**src/rtl/touch_frame_deframer_unit_defines.svh**
```systemverilog
// Assertion macros for the touch frame deframer.
// Used by the top level only; the macros expect i_clk, i_rst_n and o_out_valid in scope.
`ifndef TOUCH_FRAME_DEFRAMER_UNIT_DEFINES_SVH
`define TOUCH_FRAME_DEFRAMER_UNIT_DEFINES_SVH

// Generic clocked implication, switched off while reset is held.
`define TFD_ASSERT_ON(label, ante, cons, msg) \
    label: assert property (@(posedge i_clk) disable iff (!i_rst_n) (ante) |-> (cons)) \
        else $error(msg);

// A check on the result transaction currently presented.
`define TFD_ASSERT_OUT(label, cons, msg) \
    `TFD_ASSERT_ON(label, o_out_valid, cons, msg)

`endif

```
**src/rtl/tfd_pkg.sv**
```systemverilog
// Shared constants and types for the touch frame deframer.
// No dependencies; imported by tfd_parser and touch_frame_deframer_unit.
package tfd_pkg;

    // Longest frame accepted; format B frames above this are aborted.
    localparam int unsigned MAX_FRAME_LEN = 64;
    localparam int unsigned CNT_W         = $clog2(MAX_FRAME_LEN + 1);
    localparam int unsigned POS_W         = 6;
    localparam int unsigned TOTAL_W       = 17;

    localparam logic [7:0] HDR_A0   = 8'h55;
    localparam logic [7:0] HDR_A1   = 8'hAA;
    localparam logic [7:0] HDR_A2   = 8'h80;
    localparam logic [7:0] TYPE_A12 = 8'h07;
    localparam logic [7:0] TYPE_A18 = 8'h0D;
    localparam logic [7:0] HDR_B0   = 8'h1F;
    localparam logic [7:0] HDR_B1   = 8'hF7;

    localparam int unsigned LEN_A12    = 12;
    localparam int unsigned LEN_A18    = 18;
    localparam int unsigned B_OVERHEAD = 5;

    typedef enum logic [2:0] {
        EV_NONE    = 3'd0,
        EV_A12     = 3'd1,
        EV_A18     = 3'd2,
        EV_B       = 3'd3,
        EV_BADSUM  = 3'd4,
        EV_TOOLONG = 3'd5
    } t_event;

    typedef struct packed {
        logic             in_frame;
        logic [POS_W-1:0] pos;
        t_event           event_code;
    } t_result;

endpackage

```
**src/rtl/tfd_parser.sv**
```systemverilog
// Frame hunting state machine of the touch frame deframer.
// Depends on tfd_pkg; computes one result per stepped byte and updates the parse state.
module tfd_parser (
    input  logic             i_clk,
    input  logic             i_rst_n,
    input  logic             i_step,
    input  logic [7:0]       i_byte,
    output tfd_pkg::t_result o_res
);
    import tfd_pkg::*;

    typedef enum logic [2:0] {
        PH_IDLE = 3'd0,
        PH_A1   = 3'd1,
        PH_A2   = 3'd2,
        PH_A3   = 3'd3,
        PH_B1   = 3'd4,
        PH_RA   = 3'd5,
        PH_RB   = 3'd6
    } t_phase;

    t_phase           r_phase, n_phase;
    logic [CNT_W-1:0] r_count, n_count;
    logic [CNT_W-1:0] r_flen,  n_flen;
    logic [7:0]       r_sum,   n_sum;
    logic [7:0]       r_lo,    n_lo;

    // Outcome of examining the byte afresh from idle.
    t_phase           id_phase;
    logic [CNT_W-1:0] id_count;
    logic [7:0]       id_sum;
    logic             id_in;

    logic [CNT_W:0]     cnt_inc;
    logic               last_byte;
    logic [TOTAL_W-1:0] b_total;
    logic [POS_W-1:0]   cur_pos;
    t_result            res;

    assign cnt_inc   = {1'b0, r_count} + 1'b1;
    assign last_byte = cnt_inc >= {1'b0, r_flen};
    assign b_total   = TOTAL_W'({i_byte, r_lo}) + TOTAL_W'(B_OVERHEAD);
    assign cur_pos   = r_count[POS_W-1:0];

    always_comb begin
        id_phase = PH_IDLE;
        id_count = '0;
        id_sum   = '0;
        id_in    = 1'b0;
        if (i_byte == HDR_A0) begin
            id_phase = PH_A1;
            id_count = CNT_W'(1);
            id_sum   = i_byte;
            id_in    = 1'b1;
        end else if (i_byte == HDR_B0) begin
            id_phase = PH_B1;
            id_count = CNT_W'(1);
            id_sum   = i_byte;
            id_in    = 1'b1;
        end
    end

    always_comb begin
        n_phase = r_phase;
        n_count = r_count;
        n_flen  = r_flen;
        n_sum   = r_sum;
        n_lo    = r_lo;
        res     = '{in_frame: 1'b0, pos: '0, event_code: EV_NONE};

        case (r_phase)
            PH_A1, PH_A2, PH_B1: begin
                if ((r_phase == PH_A1 && i_byte == HDR_A1) ||
                    (r_phase == PH_A2 && i_byte == HDR_A2) ||
                    (r_phase == PH_B1 && i_byte == HDR_B1)) begin
                    res.in_frame = 1'b1;
                    res.pos      = cur_pos;
                    n_sum        = r_sum + i_byte;
                    n_count      = cnt_inc[CNT_W-1:0];
                    case (r_phase)
                        PH_A1:   n_phase = PH_A2;
                        PH_A2:   n_phase = PH_A3;
                        default: begin
                            n_phase = PH_RB;
                            n_flen  = '0;
                        end
                    endcase
                end else begin
                    n_phase      = id_phase;
                    n_count      = id_count;
                    n_sum        = id_sum;
                    res.in_frame = id_in;
                end
            end
            PH_A3: begin
                if (i_byte == TYPE_A12 || i_byte == TYPE_A18) begin
                    res.in_frame = 1'b1;
                    res.pos      = cur_pos;
                    n_sum        = r_sum + i_byte;
                    n_count      = cnt_inc[CNT_W-1:0];
                    n_phase      = PH_RA;
                    n_flen       = (i_byte == TYPE_A12) ? CNT_W'(LEN_A12) : CNT_W'(LEN_A18);
                end else begin
                    n_phase      = id_phase;
                    n_count      = id_count;
                    n_sum        = id_sum;
                    res.in_frame = id_in;
                end
            end
            PH_RA: begin
                res.in_frame = 1'b1;
                res.pos      = cur_pos;
                if (last_byte) begin
                    if (i_byte != r_sum) begin
                        res.event_code = EV_BADSUM;
                    end else if (r_flen == CNT_W'(LEN_A12)) begin
                        res.event_code = EV_A12;
                    end else begin
                        res.event_code = EV_A18;
                    end
                    n_phase = PH_IDLE;
                    n_count = '0;
                    n_sum   = '0;
                end else begin
                    n_sum   = r_sum + i_byte;
                    n_count = cnt_inc[CNT_W-1:0];
                end
            end
            PH_RB: begin
                res.in_frame = 1'b1;
                res.pos      = cur_pos;
                if (r_count == CNT_W'(2)) begin
                    n_lo    = i_byte;
                    n_sum   = r_sum + i_byte;
                    n_count = cnt_inc[CNT_W-1:0];
                end else if (r_count == CNT_W'(3)) begin
                    if (b_total > TOTAL_W'(MAX_FRAME_LEN)) begin
                        res.event_code = EV_TOOLONG;
                        n_phase        = PH_IDLE;
                        n_count        = '0;
                        n_sum          = '0;
                    end else begin
                        n_flen  = b_total[CNT_W-1:0];
                        n_sum   = r_sum + i_byte;
                        n_count = cnt_inc[CNT_W-1:0];
                    end
                end else if (r_count >= CNT_W'(4) && last_byte) begin
                    res.event_code = (i_byte == r_sum) ? EV_B : EV_BADSUM;
                    n_phase        = PH_IDLE;
                    n_count        = '0;
                    n_sum          = '0;
                end else begin
                    n_sum   = r_sum + i_byte;
                    n_count = cnt_inc[CNT_W-1:0];
                end
            end
            default: begin
                n_phase      = id_phase;
                n_count      = id_count;
                n_sum        = id_sum;
                res.in_frame = id_in;
            end
        endcase
    end

    assign o_res = res;

    always_ff @(posedge i_clk) begin
        if (!i_rst_n) begin
            r_phase <= PH_IDLE;
            r_count <= '0;
            r_flen  <= '0;
            r_sum   <= '0;
            r_lo    <= '0;
        end else if (i_step) begin
            r_phase <= n_phase;
            r_count <= n_count;
            r_flen  <= n_flen;
            r_sum   <= n_sum;
            r_lo    <= n_lo;
        end
    end

endmodule

```
**src/rtl/touch_frame_deframer_unit.sv**
```systemverilog
// Top level of the touch frame deframer: input register, parser, result register.
// Depends on tfd_pkg, tfd_parser and touch_frame_deframer_unit_defines.svh.

// The deframer takes one received byte per input transaction and returns exactly one
// result transaction per byte: the byte itself, a flag saying whether it was taken into
// a frame, its position within that frame (low six bits) and a completion code. It hunts
// for format A frames (55 AA 80 followed by type 07 for twelve bytes or 0D for eighteen)
// and format B frames (1F F7 followed by a little-endian payload length, total length
// being that length plus five). The final byte of a frame must equal the eight-bit sum of
// all earlier bytes. A format B total length beyond MAX_FRAME_LEN aborts the frame on
// its high length byte. A byte that breaks a header is re-examined from idle and may
// start a new frame. Sustained throughput is one byte per clock cycle while results
// are being taken. An accepted byte waits in the input register, and the parser's
// next-state logic between the two registers writes its result into the result
// register when the parser steps. While a finished result waits, the input side still
// accepts a byte as long as the input register is empty.
`include "touch_frame_deframer_unit_defines.svh"

module touch_frame_deframer_unit (
    input  logic                      i_clk,
    input  logic                      i_rst_n,
    input  logic                      i_in_valid,
    output logic                      o_in_ready,
    input  logic [7:0]                i_rx_byte,
    output logic                      o_out_valid,
    input  logic                      i_out_ready,
    output logic [7:0]                o_data_byte,
    output logic                      o_in_frame,
    output logic [tfd_pkg::POS_W-1:0] o_byte_pos,
    output logic [2:0]                o_frame_event
);
    import tfd_pkg::*;

    // Input register holding a byte waiting for the parser.
    logic       r_in_vld;
    logic [7:0] r_in_byte;

    // Result register presented on the output channel.
    logic             r_out_vld;
    logic [7:0]       r_out_byte;
    t_result          r_out_res;

    logic    step;
    t_result step_res;

    // The parser steps when a byte is waiting and the result register is free or
    // being emptied in this same cycle.
    assign step       = r_in_vld && (!r_out_vld || i_out_ready);
    assign o_in_ready = !r_in_vld || step;

    tfd_parser u_parser (
        .i_clk   (i_clk),
        .i_rst_n (i_rst_n),
        .i_step  (step),
        .i_byte  (r_in_byte),
        .o_res   (step_res)
    );

    always_ff @(posedge i_clk) begin
        if (!i_rst_n) begin
            r_in_vld  <= 1'b0;
            r_out_vld <= 1'b0;
        end else begin
            if (o_in_ready) begin
                r_in_vld <= i_in_valid;
            end
            if (step) begin
                r_out_vld <= 1'b1;
            end else if (i_out_ready) begin
                r_out_vld <= 1'b0;
            end
        end
    end

    // Payload registers carry no reset; their valid flags above qualify them.
    always_ff @(posedge i_clk) begin
        if (i_in_valid && o_in_ready) begin
            r_in_byte <= i_rx_byte;
        end
        if (step) begin
            r_out_byte <= r_in_byte;
            r_out_res  <= step_res;
        end
    end

    assign o_out_valid   = r_out_vld;
    assign o_data_byte   = r_out_byte;
    assign o_in_frame    = r_out_res.in_frame;
    assign o_byte_pos    = r_out_res.pos;
    assign o_frame_event = r_out_res.event_code;

    // A completion code is only ever raised on a byte belonging to a frame.
    `TFD_ASSERT_OUT(a_event_in_frame, (o_frame_event == EV_NONE) || o_in_frame,
                    "event outside frame")
    // Bytes outside a frame report position zero.
    `TFD_ASSERT_OUT(a_pos_outside, o_in_frame || (o_byte_pos == '0),
                    "position set outside frame")
    // The first byte of a frame is always a header start byte.
    `TFD_ASSERT_ON(a_frame_start, o_out_valid && o_in_frame && (o_byte_pos == '0),
                   (o_data_byte == HDR_A0) || (o_data_byte == HDR_B0),
                   "frame starts on a non-header byte")
    // Format A completions land on the twelfth or eighteenth byte.
    `TFD_ASSERT_OUT(a_a_length,
                    ((o_frame_event != EV_A12) || (o_byte_pos == POS_W'(LEN_A12 - 1))) &&
                    ((o_frame_event != EV_A18) || (o_byte_pos == POS_W'(LEN_A18 - 1))),
                    "format A frame ends at wrong position")

endmodule

```
**config.mk**
```make
export PLATFORM = sky130hd
export DESIGN_NAME = touch_frame_deframer_unit
export DESIGN_NICKNAME = d
export VERILOG_FILES = /design/src/rtl/tfd_pkg.sv /design/src/rtl/tfd_parser.sv /design/src/rtl/touch_frame_deframer_unit.sv
export VERILOG_INCLUDE_DIRS = /design/src /design/src/rtl
export SDC_FILE = /design/constraint.sdc
export NUM_CORES = 1
export LEC_CHECK = 0
export BUFFER_PORTS_ARGS = -buffer_cell sky130_fd_sc_hd__buf_2
export CAP_MARGIN = 15
export CORE_MARGIN = 2
export CORE_UTILIZATION = 45
export CTS_CLUSTER_SIZE = 28
export DETAILED_ROUTE_END_ITERATION = 8
export PLACE_DENSITY_LB_ADDON = 0.08
export SYNTH_ARGS = -nofsm -noshare
export SYNTH_HDL_FRONTEND = slang
export SYNTH_HIERARCHICAL = 1
export SYNTH_SLANG_ARGS = --single-unit
```
**constraint.sdc**
```tcl
create_clock -name i_clk -period 4 [get_ports i_clk]
set_clock_uncertainty 0.05 [all_clocks]
set_input_delay 0.8 -clock i_clk [delete_from_list [all_inputs] [get_ports i_clk]]
set_output_delay 0.8 -clock i_clk [all_outputs]
set_load 0.01 [all_outputs]
```
== Word-level counts from Yosys, hierarchy flattened ==
Index checks and enable logic that the tools add are counted.
Storage, ports and cells
  word-level logic and storage cells: 124
  bits in latches: 0
  input bits: 12
  bits in writable memories: 0
  bits in registers: 61
  bits in read-only memories: 0
  memories kept: 0
  output and inout port bits: 20
Operators by class
  shifts and indexed selects: 0
  eq/ne operators: 27
  bitwise operators: 0
  reduce and logical (&&, ||, !) cells: 21
  magnitude comparators: 3
  add/sub/neg operators: 3
  divide/modulo/power cells: 0
  multiply operators: 0
  muxes and demuxes: 58
Operators by type and width (number)
  2-to-1 mux 7 bit: 14
  2-to-1 mux 8 bit: 9
  2-to-1 mux 3 bit: 16
  one-hot mux 8 bit (4 select lines): 1
  one-hot mux 7 bit (4 select lines): 1
  equality test 8 bit, second input constant: 3
  one-hot mux 7 bit (3 select lines): 1
  one-hot mux 6 bit (3 select lines): 1
  adder 16 x 3 -> 17 bit, second input constant: 1
  greater-than comparator 17 x 7 -> 1 bit, second input constant: 1
  equality test 7 x 2 -> 1 bit, second input constant: 2
  2-to-1 mux 6 bit: 2
  one-hot mux 3 bit (2 select lines): 2
  one-hot mux 3 bit (4 select lines): 1
  equality test 3 bit, second input constant: 3
  adder 7 x 1 -> 8 bit, second input constant: 1
  adder 8 bit: 1
  equality test 8 x 3 -> 1 bit, second input constant: 1
  equality test 8 x 4 -> 1 bit, second input constant: 1
  equality test 8 x 5 -> 1 bit, second input constant: 1
  equality test 8 x 7 -> 1 bit, second input constant: 1
  equality test 8 bit: 1
  greater-or-equal comparator 8 x 7 -> 1 bit: 1
  != test 2 x 1 -> 1 bit, second input constant: 4
  22 further kinds: 42

== Depth between registers and ports, before layout ==
  depth after elaboration: 7
  gate-level depth with buffers: 13
  gate-level depth less buffers: 12

== Hierarchy ==
Netlist, hierarchy kept.
By module, submodules not included
  tfd_parser: seq. area each 660.6 µm², cells an instance 361, instances 1, area each 2736.4 µm²
  touch_frame_deframer_unit: seq. area each 820.8 µm², cells an instance 35, instances 1, area each 884.6 µm²

== Worst setup path after synthesis ==
OpenSTA, ideal clock, no wires.
  kind: reg-to-reg
  from: reg u_parser.r_count[1]
  to: reg u_parser.r_count[2]
  setup slack: 1.032 ns
  required time: 3.835 ns
  period minus slack after synthesis: 2.968 ns
  arrival time: 2.802 ns
  stages on the path, launching flop included: 12
  library setup time: 0.115 ns
  cell sequence: dfxtp_1 -> ha_1 -> nand3_1 -> xnor2_1 -> ha_1 -> nand4_1 -> or3_1 -> and4_1 -> o2bb2a_1 -> o41a_1 -> or3_1 -> and3_1
Between the ends
  longest elaborated chain between the ends: 7
  elaborated cells on any way between the ends: 14
  those cells by class: add/sub: 1; order compare: 2; eq/ne: 2; mux: 8; reduce/logical: 1
Ends and longest elaborated chain
  start, declared: RTL line tfd_parser.sv:23  | logic [CNT_W-1:0] r_count, n_count;
  start signal, assigned: RTL line tfd_parser.sv:177  | r_count <= n_count;
  adder 7 x 1 -> 8 bit: RTL line tfd_parser.sv:40  | assign cnt_inc = {1'b0, r_count} + 1'b1;
  greater-or-equal comparator 8 x 7 -> 1 bit: RTL line tfd_parser.sv:41  | assign last_byte = cnt_inc >= {1'b0, r_flen};
  logical AND 1 bit: RTL line tfd_parser.sv:147  | end else if (r_count >= CNT_W'(4) && last_byte) begin
  2-to-1 mux 7 bit: RTL line tfd_parser.sv:147
  2-to-1 mux 7 bit: RTL line tfd_parser.sv:136  | end else if (r_count == CNT_W'(3)) begin
  2-to-1 mux 7 bit: RTL line tfd_parser.sv:132  | if (r_count == CNT_W'(2)) begin
  one-hot mux 7 bit (4 select lines) *: RTL line tfd_parser.sv:71  | case (r_phase)
Mark *: on every way between the ends. The rest lies on a longest branch, timed or not.
A chain may end at the register's enable or synchronous reset.

== Final worst setup path ==
  from: reg u_parser.r_count[1]
  to: reg u_parser.r_sum[1]
Between the ends
  longest elaborated chain between the ends: 7
  elaborated cells on any way between the ends: 11
  those cells by class: add/sub: 1; order compare: 2; eq/ne: 2; mux: 5; reduce/logical: 1
Ends and longest elaborated chain
  adder 7 x 1 -> 8 bit: RTL line tfd_parser.sv:40
  greater-or-equal comparator 8 x 7 -> 1 bit: RTL line tfd_parser.sv:41
  logical AND 1 bit: RTL line tfd_parser.sv:147
  2-to-1 mux 8 bit: RTL line tfd_parser.sv:147
  2-to-1 mux 8 bit: RTL line tfd_parser.sv:136
  2-to-1 mux 8 bit: RTL line tfd_parser.sv:132
  one-hot mux 8 bit (4 select lines) *: RTL line tfd_parser.sv:71
  end signal, assigned: RTL line tfd_parser.sv:179  | r_sum <= n_sum;
  end, declared: RTL line tfd_parser.sv:25  | logic [7:0] r_sum, n_sum;
Marked as above.

==> reports/metrics.cfg <==
[logic_synthesis]
yosys_warnings=6
synth_nets=428
synth_area_leader_cell=edfxtp_1
synth_ff_type=dfxtp_1
synth-seq-cells=61
avgSynthCellArea_sq_um=9.14
synthCells=396
yosysSeqAreaShare_pct=40.9
synth_common_cells=dfxtp_1 (35), nand2_1 (35), nor2_1 (29)
netlist_area_sq_um=3620
ys_types=64
synth_area_leaders=edfxtp_1 (22%), dfxtp_1 (19%), ha_1 (6.6%)
synth-async-reset-ratio_pct=0
synth-edff-count=26
yosys.area.top_type_share_pct=21.6

[floorplan]
coreArea_sq_um=7770
fp.dieH_um=93.7
core.rowCount=32
die_area_sq_um=8780
ios=32
fp.dieW_um=93.7
initial_core_util_pct=46.6

[placement]
dp_hpwl_um=6220
placed_area_sq_um=3830
place_ws_ns=0.526
gp_congestion=0.839
io_buffers=31

[clocking]
cts_sinks=61
htreeDepth=3
cts_max_path_buffers=2
hold_buffers=0
clk_latency_ns=0.35
cts_tree=yes
root_buffer=clkbuf_8
cts_setup_buffers=0
cts_buffers=9
clkTransAtPathRegs_ns=0.08
cts_resized=0

[global_route]
use_met1_pct=28.3
grt.total_usage_pct=21.3
grt_max_degree=31
first_global_vias=2930
grt_util_met2_pct=33.6
gr-max-usage-layer=met2
grt_overflow_total=0
met3_usage_pct=4.82
antenna_found_initial=0
grt_first_pass_wirelength_um=14300

[timing]
fmax_mhz=283
worstMarginPinSlew_ns=0.839
rsz0062_at_grt=no
setup_tns_ns=0
finalWorstSetupSlack_ns=0.465
period_share_pct=88.4
slew_headroom_pct=44.0
hold_ws_ns=0.421
setup_viol_count_final=0
slew_violations=0
min_period_ns=3.54
hold_viol=0

[worst_setup_path]
worstSetupEndpointType=flop
crit_arrival_ns=3.69
crit_slowest_cell=nor4b_1
path_class=flop to flop
critPathLaunchType=flop
crit_chain=ha_1 -> nand3_1 -> xnor2_1 -> ha_1 -> nand4_1 -> or3_1 -> and4_1 -> o2bb2a_1 -> o41a_1 -> nor4b_1 -> nor3_1
required_ns=4.15
crit_family=simple AND/OR/NAND/NOR gates
crit_path_frequent_cell=ha_1
slowest_delay_ns=0.54
crit_buf_inv=0
cp_max_fo=16

[routing]
wire_per_inst_um=16.4
first_pass_iters=4
via_count=3055
routed_via_density=5.81
drt-initial-drc-count=215
route.detailed.drc=0
ant_nets=0
drt-total-wl_um=8610

[layout]
drive_above_1_share_pct=15.3
design_area_sq_um=4100
diodes=0
final_nets=451
syn2layout_area_growth_pct=13.3

[pwr]
ir_worst_vdd_v=0.000228
p_total_mw=1.56
power.density_nw_per_um2=379
power_leakage_nw=1.63

[worst_hold_path]
holdCritPathClass=flop to flop

[job]
max-cap-violations=0

[status]
outcome=finished, final reports clean

[sequential cells by signal, summed over array words and instances, names as in the netlist]
name              flops
u_parser/r_flen       7
o_out_valid           1
r_in_byte             8
o_data_byte           8
r_in_vld              1
u_parser/r_lo         8
u_parser/r_phase      3
u_parser/r_sum        8
u_parser/r_count      7
o_frame_event         3
o_byte_pos            6
o_in_frame            1
[worst min-delay path: cells and delay by family (launching register included)]
kind	cells	cell delay [ns]
AO/OA/AOI/OAI	1	0.05
flip-flops	1	0.31
AND/OR/NAND/NOR	1	0.06
[cell usage in the layout (no fill, tap or decap), types with 12 or more instances in the layout]
cell       n
buf_2     31
inv_1     19
xnor2_1   15
o21ai_0   25
a21oi_1   24
nor2_1    29
ha_1      19
dfxtp_1   35
nor3_1    12
edfxtp_1  26
nand2_1   35
[per-stage QoR]
| step | utilization (%) | std cells |
|---|---|---|
| 6_report | 52.8 | 526 |
| 4_1_cts | 52.8 | 526 |
| 2_1_floorplan | - | 396 |
| 3_5_place_dp | 49.4 | 510 |
| 5_1_grt | 52.8 | 526 |
| 3_3_place_gp | 49.4 | 510 |
[worst paths after layout]
path	start	end	slack (ns)	cells after the start
max	u_parser/r_count[1]$_SDFFE_PN0P_	u_parser/r_sum[1]$_SDFFE_PN0P_	0.46	11
min	u_parser/r_sum[5]$_SDFFE_PN0P_	u_parser/r_sum[5]$_SDFFE_PN0P_	0.42	2
min reg2reg	u_parser/r_sum[5]$_SDFFE_PN0P_	u_parser/r_sum[5]$_SDFFE_PN0P_	0.42	2
max reg2reg	u_parser/r_count[1]$_SDFFE_PN0P_	u_parser/r_sum[1]$_SDFFE_PN0P_	0.46	11
[power by group]
| part | total [mW] | internal (mW) | switching [mW] |
|---|---|---|---|
| clock network | 0.741 | 0.481 | 0.260 |
| logic | 0.117 | 0.0480 | 0.0693 |
| registers | 0.699 | 0.670 | 0.0289 |
| total | 1.56 | 1.20 | 0.358 |
[logic make-up (layout without fill, tap and decap cells)]
group | after synthesis | after routing | share of synthesized area (%)
and+or+nand+nor | 140 | 140 | 20.6
AOI/OAI and AO/OA | 102 | 102 | 18.5
DFF | 61 | 61 | 40.9
buffers and inverters | 40 | 68 | 4.53
xor gates and xnor gates | 22 | 22 | 5.32
adders and majority gates | 20 | 20 | 7.12
muxes | 11 | 11 | 3.04
[layout make-up]
class	instances	area, sq um
sequential	61	1480
tap	102	128
inverter	19	71.3
fill	751	3660
timing repair buffer	33	170
clock inverter	7	146
clock buffer	9	124
multi-input combinational	295	1980
[routing by layer]
metal  part of all wire, %  wire (um)
met1                    48       4140
met2                    46       3930
met3                   4.2        359
met4                   2.2        187
met5                     0          0
Power figures use the tool's default switching activity.
